`config.mk`:
```
export PLATFORM = sky130hd
export DESIGN_NAME = piecewise_linear_interp_lut
export DESIGN_NICKNAME = d
export VERILOG_FILES = /design/src/hdl/plil_pkg.sv /design/src/hdl/plil_table_mem.sv /design/src/hdl/plil_divider.sv /design/src/hdl/piecewise_linear_interp_lut.sv
export SDC_FILE = /design/constraint.sdc
export NUM_CORES = 2
export LEC_CHECK = 0
export BUFFER_PORTS_ARGS = -buffer_cell sky130_fd_sc_hd__buf_2
export CAP_MARGIN = 20
export CORE_MARGIN = 2
export CORE_UTILIZATION = 40
export CTS_CLUSTER_SIZE = 28
export DETAILED_ROUTE_END_ITERATION = 10
export SLEW_MARGIN = 20
export SYNTH_ARGS = -nofsm -noshare
export SYNTH_HDL_FRONTEND = slang
export SYNTH_SLANG_ARGS = --single-unit
```
`constraint.sdc`:
```
create_clock -name clk -period 11.4 [get_ports clk]
set_input_delay 1.71 -clock clk [delete_from_list [all_inputs] [get_ports clk]]
set_output_delay 1.71 -clock clk [all_outputs]
set_load 0.05 [all_outputs]
```
`src/hdl/plil_pkg.sv`:
```
// ----------------------------------------------------------------------------
// Piecewise linear interpolation table: shared definitions
// Field widths, stream packing offsets, result codes and sequencer states.
// ----------------------------------------------------------------------------
package plil_pkg;

	localparam int unsigned TABLE_ROWS_DEF = 64;

	localparam int unsigned ROW_IDX_W = 6;
	localparam int unsigned FORCE_W   = 16;
	localparam int unsigned PWM_W     = 16;
	localparam int unsigned CLAMP_W   = 2;

	localparam int unsigned MEM_W  = FORCE_W + PWM_W;
	localparam int unsigned PROD_W = 2 * PWM_W;
	localparam int unsigned DEN_W  = FORCE_W;

	localparam int unsigned ROW_IDX_LSB   = 0;
	localparam int unsigned ROW_FORCE_LSB = ROW_IDX_LSB + ROW_IDX_W;
	localparam int unsigned ROW_PWM_LSB   = ROW_FORCE_LSB + FORCE_W;
	localparam int unsigned QUERY_LSB     = ROW_PWM_LSB + PWM_W;
	localparam int unsigned IN_BITS       = QUERY_LSB + FORCE_W;
	localparam int unsigned IN_TDATA_W    = ((IN_BITS + 7) / 8) * 8;
	localparam int unsigned OUT_TDATA_W   = ((PWM_W + 7) / 8) * 8;

	localparam logic REQ_WRITE = 1'b0;
	localparam logic REQ_QUERY = 1'b1;

	localparam logic [CLAMP_W-1:0] CLAMP_NONE = 2'd0;
	localparam logic [CLAMP_W-1:0] CLAMP_HIGH = 2'd1;
	localparam logic [CLAMP_W-1:0] CLAMP_LOW  = 2'd2;

	typedef enum logic [2:0] {
		ST_IDLE,
		ST_CHK_LAST,
		ST_WAIT_FIRST,
		ST_CHK_FIRST,
		ST_SCAN,
		ST_MUL,
		ST_DIV,
		ST_RESP
	} state_t;

endpackage

```
`src/hdl/plil_table_mem.sv`:
```
// ----------------------------------------------------------------------------
// Breakpoint table memory
// One write port and one read port with registered read data; each word
// holds a breakpoint force above its PWM code.
// ----------------------------------------------------------------------------
module plil_table_mem #(
	parameter int unsigned DEPTH = plil_pkg::TABLE_ROWS_DEF,
	parameter int unsigned ADDR_W = $clog2(DEPTH)
) (
	input  logic                       clk,
	input  logic                       we,
	input  logic [ADDR_W-1:0]          waddr,
	input  logic [plil_pkg::MEM_W-1:0] wdata,
	input  logic [ADDR_W-1:0]          raddr,
	output logic [plil_pkg::MEM_W-1:0] rdata
);
	import plil_pkg::*;

	logic [MEM_W-1:0] mem_q [DEPTH];
	logic [MEM_W-1:0] rdata_q;

	always_ff @(posedge clk) begin
		if (we) begin
			mem_q[waddr] <= wdata;
		end
	end

	always_ff @(posedge clk) begin
		rdata_q <= mem_q[raddr];
	end

	assign rdata = rdata_q;

endmodule

```
`src/hdl/plil_divider.sv`:
```
// ----------------------------------------------------------------------------
// Serial unsigned divider
// Restoring division, one quotient bit per cycle, with a pulse when done.
// ----------------------------------------------------------------------------
module plil_divider (
	input  logic                       clk,
	input  logic                       arst_n,
	input  logic                       start,
	input  logic [plil_pkg::PROD_W-1:0] dividend,
	input  logic [plil_pkg::DEN_W-1:0]  divisor,
	output logic                       done,
	output logic [plil_pkg::PWM_W-1:0]  quotient
);
	import plil_pkg::*;

	localparam int unsigned CNT_W = $clog2(PROD_W);

	logic              busy_q;
	logic              done_q;
	logic [CNT_W-1:0]  cnt_q;
	logic [PROD_W-1:0] dvd_q;
	logic [DEN_W-1:0]  den_q;
	logic [DEN_W-1:0]  rem_q;
	logic [DEN_W:0]    trial;
	logic [DEN_W:0]    diff;
	logic              fits;

	assign trial = {rem_q, dvd_q[PROD_W-1]};
	assign diff  = trial - {1'b0, den_q};
	assign fits  = !diff[DEN_W];

	always_ff @(posedge clk or negedge arst_n) begin
		if (!arst_n) begin
			busy_q <= 1'b0;
			done_q <= 1'b0;
			cnt_q  <= '0;
		end else begin
			done_q <= busy_q && (cnt_q == CNT_W'(PROD_W - 1));
			if (start) begin
				busy_q <= 1'b1;
				cnt_q  <= '0;
			end else if (busy_q) begin
				cnt_q <= cnt_q + 1'b1;
				if (cnt_q == CNT_W'(PROD_W - 1)) begin
					busy_q <= 1'b0;
				end
			end
		end
	end

	always_ff @(posedge clk) begin
		if (start) begin
			dvd_q <= dividend;
			den_q <= divisor;
			rem_q <= '0;
		end else if (busy_q) begin
			rem_q <= fits ? diff[DEN_W-1:0] : trial[DEN_W-1:0];
			dvd_q <= {dvd_q[PROD_W-2:0], fits};
		end
	end

	assign done     = done_q;
	assign quotient = dvd_q[PWM_W-1:0];

endmodule

```
`src/hdl/piecewise_linear_interp_lut.sv`:
```
// ----------------------------------------------------------------------------
// Piecewise linear interpolation lookup table
// Breakpoint table of forces and PWM codes with clamping and interpolation.
// ----------------------------------------------------------------------------
// A write transaction (tuser 0) loads one table row; rows at or beyond
// TABLE_ROWS are ignored. A query transaction (tuser 1) returns one result:
// a force above the last row's or below the first row's is answered from the
// end rows, and an interpolated answer waits on the scan of one row per cycle
// through the single read port of the table and on the bit-serial divider,
// which gives one quotient bit per cycle. The block takes no new transaction
// while a query is in progress, but a finished result may wait in the output
// register while the next transaction is accepted. Every row that a query may
// visit must have been written since reset.
// ----------------------------------------------------------------------------
module piecewise_linear_interp_lut #(
	parameter int unsigned TABLE_ROWS = plil_pkg::TABLE_ROWS_DEF
) (
	input  logic                             clk,
	input  logic                             arst_n,
	input  logic                             s_tvalid,
	output logic                             s_tready,
	// row_index [5:0], row_force [21:6], row_pwm [37:22], query_force [53:38]
	input  logic [plil_pkg::IN_TDATA_W-1:0]  s_tdata,
	// req_type [0]
	input  logic [0:0]                       s_tuser,
	output logic                             m_tvalid,
	input  logic                             m_tready,
	// pwm_code [15:0]
	output logic [plil_pkg::OUT_TDATA_W-1:0] m_tdata,
	// clamped [1:0]
	output logic [plil_pkg::CLAMP_W-1:0]     m_tuser
);
	import plil_pkg::*;

	localparam int unsigned IDX_W = $clog2(TABLE_ROWS);
	localparam logic [IDX_W-1:0] LAST_ROW = IDX_W'(TABLE_ROWS - 1);

	state_t state_q, state_d;

	logic [IDX_W-1:0]          addr_q;
	logic [IDX_W-1:0]          cur_row_q;
	logic signed [FORCE_W-1:0] q_q;
	logic signed [FORCE_W-1:0] prev_x_q;
	logic [PWM_W-1:0]          prev_y_q;
	logic [PWM_W-1:0]          mag_q;
	logic [PWM_W-1:0]          dq_q;
	logic [DEN_W-1:0]          den_q;
	logic                      neg_q;
	logic [PWM_W-1:0]          res_pwm_q;
	logic [CLAMP_W-1:0]        res_clamp_q;
	logic                      m_tvalid_q;
	logic [PWM_W-1:0]          m_pwm_q;
	logic [CLAMP_W-1:0]        m_clamp_q;

	logic                      s_accept;
	logic                      row_ok;
	logic                      mem_we;
	logic [IDX_W-1:0]          mem_waddr;
	logic [MEM_W-1:0]          mem_wdata;
	logic [MEM_W-1:0]          rd_word;
	logic signed [FORCE_W-1:0] rd_force;
	logic [PWM_W-1:0]          rd_pwm;
	logic signed [FORCE_W-1:0] s_query;

	logic                      above_last;
	logic                      below_first;
	logic                      in_interval;
	logic                      ends_equal;
	logic                      last_row;
	logic [FORCE_W:0]          dq_full;
	logic [FORCE_W:0]          den_full;
	logic [PWM_W:0]            dy_full;
	logic [PWM_W:0]            dy_mag;

	logic                      div_start;
	logic                      div_done;
	logic [PWM_W-1:0]          div_quot;
	logic [PROD_W-1:0]         product;
	logic [PWM_W:0]            interp_full;
	logic                      out_load;

	assign s_accept  = s_tvalid && s_tready;
	assign row_ok    = 32'(s_tdata[ROW_IDX_LSB +: ROW_IDX_W]) < TABLE_ROWS;
	assign mem_we    = s_accept && (s_tuser[0] == REQ_WRITE) && row_ok;
	assign mem_waddr = IDX_W'(s_tdata[ROW_IDX_LSB +: ROW_IDX_W]);
	assign mem_wdata = {s_tdata[ROW_FORCE_LSB +: FORCE_W], s_tdata[ROW_PWM_LSB +: PWM_W]};
	assign s_query   = s_tdata[QUERY_LSB +: FORCE_W];

	plil_table_mem #(
		.DEPTH  (TABLE_ROWS),
		.ADDR_W (IDX_W)
	) u_mem (
		.clk   (clk),
		.we    (mem_we),
		.waddr (mem_waddr),
		.wdata (mem_wdata),
		.raddr (addr_q),
		.rdata (rd_word)
	);

	assign rd_force = rd_word[MEM_W-1:PWM_W];
	assign rd_pwm   = rd_word[PWM_W-1:0];

	assign above_last  = q_q > rd_force;
	assign below_first = q_q < rd_force;
	assign in_interval = (q_q >= prev_x_q) && (q_q <= rd_force);
	assign ends_equal  = rd_force == prev_x_q;
	assign last_row    = cur_row_q == LAST_ROW;
	assign dq_full     = {q_q[FORCE_W-1], q_q} - {prev_x_q[FORCE_W-1], prev_x_q};
	assign den_full    = {rd_force[FORCE_W-1], rd_force} - {prev_x_q[FORCE_W-1], prev_x_q};
	assign dy_full     = {1'b0, rd_pwm} - {1'b0, prev_y_q};
	assign dy_mag      = dy_full[PWM_W] ? (~dy_full + 1'b1) : dy_full;

	assign product = mag_q * dq_q;

	plil_divider u_div (
		.clk      (clk),
		.arst_n   (arst_n),
		.start    (div_start),
		.dividend (product),
		.divisor  (den_q),
		.done     (div_done),
		.quotient (div_quot)
	);

	assign interp_full = neg_q ? ({1'b0, prev_y_q} - {1'b0, div_quot})
	                           : ({1'b0, prev_y_q} + {1'b0, div_quot});

	always_comb begin
		state_d = state_q;
		case (state_q)
			ST_IDLE: begin
				if (s_accept && (s_tuser[0] == REQ_QUERY)) begin
					state_d = ST_CHK_LAST;
				end
			end
			ST_CHK_LAST: begin
				state_d = above_last ? ST_RESP : ST_WAIT_FIRST;
			end
			ST_WAIT_FIRST: begin
				state_d = ST_CHK_FIRST;
			end
			ST_CHK_FIRST: begin
				state_d = below_first ? ST_RESP : ST_SCAN;
			end
			ST_SCAN: begin
				if (in_interval) begin
					state_d = ends_equal ? ST_RESP : ST_MUL;
				end else if (last_row) begin
					state_d = ST_RESP;
				end
			end
			ST_MUL: begin
				state_d = ST_DIV;
			end
			ST_DIV: begin
				if (div_done) begin
					state_d = ST_RESP;
				end
			end
			ST_RESP: begin
				if (out_load) begin
					state_d = ST_IDLE;
				end
			end
			default: begin
				state_d = ST_IDLE;
			end
		endcase
	end

	always_comb begin
		s_tready  = state_q == ST_IDLE;
		div_start = state_q == ST_MUL;
		out_load  = (state_q == ST_RESP) && (!m_tvalid_q || m_tready);
	end

	always_ff @(posedge clk or negedge arst_n) begin
		if (!arst_n) begin
			state_q    <= ST_IDLE;
			addr_q     <= LAST_ROW;
			cur_row_q  <= '0;
			m_tvalid_q <= 1'b0;
		end else begin
			state_q <= state_d;
			case (state_q)
				ST_CHK_LAST: begin
					addr_q <= '0;
				end
				ST_WAIT_FIRST, ST_CHK_FIRST, ST_SCAN: begin
					addr_q <= addr_q + 1'b1;
				end
				default: begin
					addr_q <= LAST_ROW;
				end
			endcase
			if (state_q == ST_CHK_FIRST) begin
				cur_row_q <= IDX_W'(1);
			end else if (state_q == ST_SCAN) begin
				cur_row_q <= cur_row_q + 1'b1;
			end
			if (out_load) begin
				m_tvalid_q <= 1'b1;
			end else if (m_tready) begin
				m_tvalid_q <= 1'b0;
			end
		end
	end

	always_ff @(posedge clk) begin
		case (state_q)
			ST_IDLE: begin
				if (s_accept) begin
					q_q <= s_query;
				end
			end
			ST_CHK_LAST: begin
				res_pwm_q   <= rd_pwm;
				res_clamp_q <= CLAMP_HIGH;
			end
			ST_CHK_FIRST: begin
				prev_x_q    <= rd_force;
				prev_y_q    <= rd_pwm;
				res_pwm_q   <= rd_pwm;
				res_clamp_q <= CLAMP_LOW;
			end
			ST_SCAN: begin
				res_clamp_q <= CLAMP_NONE;
				if (in_interval) begin
					res_pwm_q <= prev_y_q;
					dq_q      <= dq_full[PWM_W-1:0];
					den_q     <= den_full[DEN_W-1:0];
					mag_q     <= dy_mag[PWM_W-1:0];
					neg_q     <= dy_full[PWM_W];
				end else begin
					res_pwm_q <= '0;
					prev_x_q  <= rd_force;
					prev_y_q  <= rd_pwm;
				end
			end
			ST_DIV: begin
				res_pwm_q <= interp_full[PWM_W-1:0];
			end
			default: begin
			end
		endcase
		if (out_load) begin
			m_pwm_q   <= res_pwm_q;
			m_clamp_q <= res_clamp_q;
		end
	end

	assign m_tvalid = m_tvalid_q;
	assign m_tdata  = OUT_TDATA_W'(m_pwm_q);
	assign m_tuser  = m_clamp_q;

	a_div_done_in_div: assert property (@(posedge clk) disable iff (!arst_n)
		div_done |-> state_q == ST_DIV)
		else $error("divider finished outside the division state");

	a_busy_after_query: assert property (@(posedge clk) disable iff (!arst_n)
		(s_accept && (s_tuser[0] == REQ_QUERY)) |=> !s_tready)
		else $error("ready again straight after a query transaction");

	a_den_nonzero: assert property (@(posedge clk) disable iff (!arst_n)
		(state_q == ST_MUL || state_q == ST_DIV) |-> den_q != '0)
		else $error("division started with a zero interval width");

	a_load_when_free: assert property (@(posedge clk) disable iff (!arst_n)
		out_load |-> (!m_tvalid_q || m_tready))
		else $error("result loaded over an untaken result");

endmodule

```
==> qor.txt <==
Routed WL per cell = 27.3 um
Remaining Overflow, GRT = 0
Sinks on Clock Net = 2300
dpl hpwl = 137000 um
CP most frequent cell = fa_1
Overall Global Routing Usage = 0.193
status = finished, final reports clean
maxcap violations = 0
# port buffers = 78
RSZ-0062 raised after global routing = no
Fmax = 133 MHz
CP Max Fanout = 16
chip height = 502 um
initial antenna violation count = 25
Post-Syn Area per Cell = 19.2 sq um
DRC = 0
ys async rst share = 0.0100
share of post-route cells with drive strength above 1 = 0.229
largest net degree at the start of global routing = 107
DRT iter0 DRCs = 5107
Post-DRT Antenna Nets = 0
first-pass GRT wire length = 353000 um
Fill cells = 20900
GP Congestion = 0.822
reg2reg end = u_div.dvd_q[31]
Setup Buffers After CTS = 0
Vias/cell = 5.54
period utilization = 0.661
startpoint types = flip-flop
vias in the first global route = 50700
Die X = 502 um
setup_tns = 0 ps
Final nets = 5814
DIE AREA = 252000 sq um
critical path's top delay family = adder cells
Multi-input gate area = 29200 sq um
drt total wl = 242000 um
reg2reg start = mag_q[11]
CP endpoint kind = flip-flop
area leader, netlist = edfxtp_1
Synth Instances = 5166
Seq/Total Area, Yosys = 0.690
CP arrival = 8170 ps
top cells by count, synth = 2229 x edfxtp_1, 672 x mux4_2, 330 x inv_1
syn_nets = 5630
TritonCTS clock tree = built
CP cell instances = nand2_1 -> fa_1 -> fa_1 -> fa_1 -> inv_1 -> fa_1 -> fa_1 -> inv_1 -> fa_1 -> inv_1 -> ha_1 -> a21oi_1 -> o22ai_1 -> a211oi_1 -> o21ai_1 -> a311oi_1 -> o21ba_2 -> o21ai_0 -> and3_1 -> o31ai_1
P&R area growth vs syn = 12.8%
Skew-Pair Late Insertion Delay = 850 ps
FF-to-FF path depth = 20
leading post-synthesis cells by cell area = edfxtp_1 67%, mux4_2 15%, fa_1 4.0%
Worst-Margin Slew = 1070 ps
min cycle time layout = 7540 ps
PostCTS Resize Cnt = 0
share of the synthesized area in the top cell type = 0.674
cts hold-fix bufs = 0
Initial Utilization = 0.403
Pre-antenna DRT Iters = 5
mapped cell area = 99300 sq um
row count = 182
Rel. slew slack = 0.285
via count = 49100
Buf/Inv on CP = 3
Cells on Worst Hold Path = 0
CTS HTree Levels = 4
Post-synth EDFFs = 2229
Seq. cell area = 68500 sq um
ys flop type = edfxtp_1
Fin Clk Skew = 30.6 ps
# IOs = 81
top-count cell post-synth = edfxtp_1
Final setup viols = 0
Ys Warns = 0
Core ar. = 246000 sq um
FF+latch count, synth = 2300
internal reg-to-reg setup slack = 3860 ps
Slew Limit Fails = 0
Setup CP Type = reg -> reg
Final Hold Viols = 0
TritonCTS buffer count = 226
clock-pin slew on the worst setup and hold paths = 60 ps
root buffer cell = clkbuf_16
Synth cell types = 77
Worst Hold Class = reg -> reg
max incr delay on CP = 960 ps
Worst Hold Path EP = u_div.den_q[13]
CP max-delay cell = edfxtp_1
Max Buffers Root-to-Sink = 3
hold wc startpoint = den_q[13]
Worst Path Required = 12030 ps
==> metal layers <==
| layer | vias up | part of all wire | track usage |
|---|---|---|---|
| li1 | 20800 | - | - |
| met5 | - | 0.00028 | 0 |
| met1 | 26400 | 0.42 | 0.268 |
| met3 | 346 | 0.066 | 0.0341 |
| met4 | 10 | 0.022 | 0.0484 |
| met2 | 1512 | 0.49 | 0.317 |
==> registers in the layout, summed over array words and instances, names as in the netlist, 2 cells and up <==
register,count
u_div.cnt_q,5
res_clamp_q,2
prev_x_q,16
addr_q,6
prev_y_q,16
state_q,3
u_div.den_q,16
q_q,16
u_mem.rdata,32
den_q,16
m_tdata,16
res_pwm_q,16
u_mem.mem_q,2048
u_div.rem_q,16
u_div.dvd_q,32
dq_q,16
mag_q,16
cur_row_q,6
m_tuser,2
==> layout by cell type (no fill, tap or decap), drive strengths merged, types with 7 or more instances in the layout <==
cell type	instances
a211oi	14
a21boi	8
a21o	44
a21oi	107
a31oi	18
and2	122
and3	13
buf	176
bufinv	26
clkbuf	289
clkinv	89
dfrtp	17
dfxtp	48
diode	11
edfxtp	2229
fa	199
ha	204
inv	345
mux2i	14
mux4	672
nand2	247
nand2b	17
nand3	33
nand4	15
nor2	175
nor2b	26
nor3	30
o211ai	10
o21a	12
o21ai	113
o21bai	9
o31ai	7
or3	13
xnor2	75
xor2	38
==> worst max-delay path by stage <==
stage                          from         endpoint  cells past startpoint
final                     mag_q[11]  u_div.dvd_q[31]                     20
after global routing      mag_q[11]  u_div.dvd_q[31]                     20
after CTS                 mag_q[11]  u_div.dvd_q[31]                     20
after detailed placement  mag_q[11]  u_div.dvd_q[29]                     20
after global placement    mag_q[11]  u_div.dvd_q[31]                     20
after floorplan             dq_q[1]  u_div.dvd_q[29]                     21
==> kinds of logic (layout without fill, tap and decap cells) <==
kind of cell / Yosys count / count (layout) / share of synthesized area
AO/OA/AOI/OAI: 389 / 389 / 0.0245
XOR/XNOR: 113 / 113 / 0.00997
adder cells (fa/ha/maj): 403 / 403 / 0.0659
buffers and inverters: 553 / 929 / 0.0213
flip-flops: 2300 / 2300 / 0.690
multiplexers: 686 / 686 / 0.154
other: 0 / 11 / 0
AND/OR/NAND/NOR: 722 / 722 / 0.0346
==> final cells by class <==
type	count	area share
sequential	2300	0.612
multi-input combinational	2313	0.261
clock buffer	289	0.0545
tap	3312	0.0370
clock inverter	131	0.0124
timing repair buffer	176	0.0118
inverter	333	0.0112
antenna	11	0.000246
==> stage by stage <==
step                      utilization  hold slack [ps]  cell area [sq um]  std cells  setup WS, ps
final                           0.454              412             112000       8865          3860
after global routing            0.454              426             112000       8857          3670
after CTS                       0.453              414             112000       8850          3850
after detailed placement        0.423              405             104000       8430          3960
after global placement          0.423              404             104000       8430          3960
after floorplan                     -              400              99300       5166          5370
Power is not shown: default switching activity piles up to over one toggle a cycle in this logic, so the estimate is an artifact.
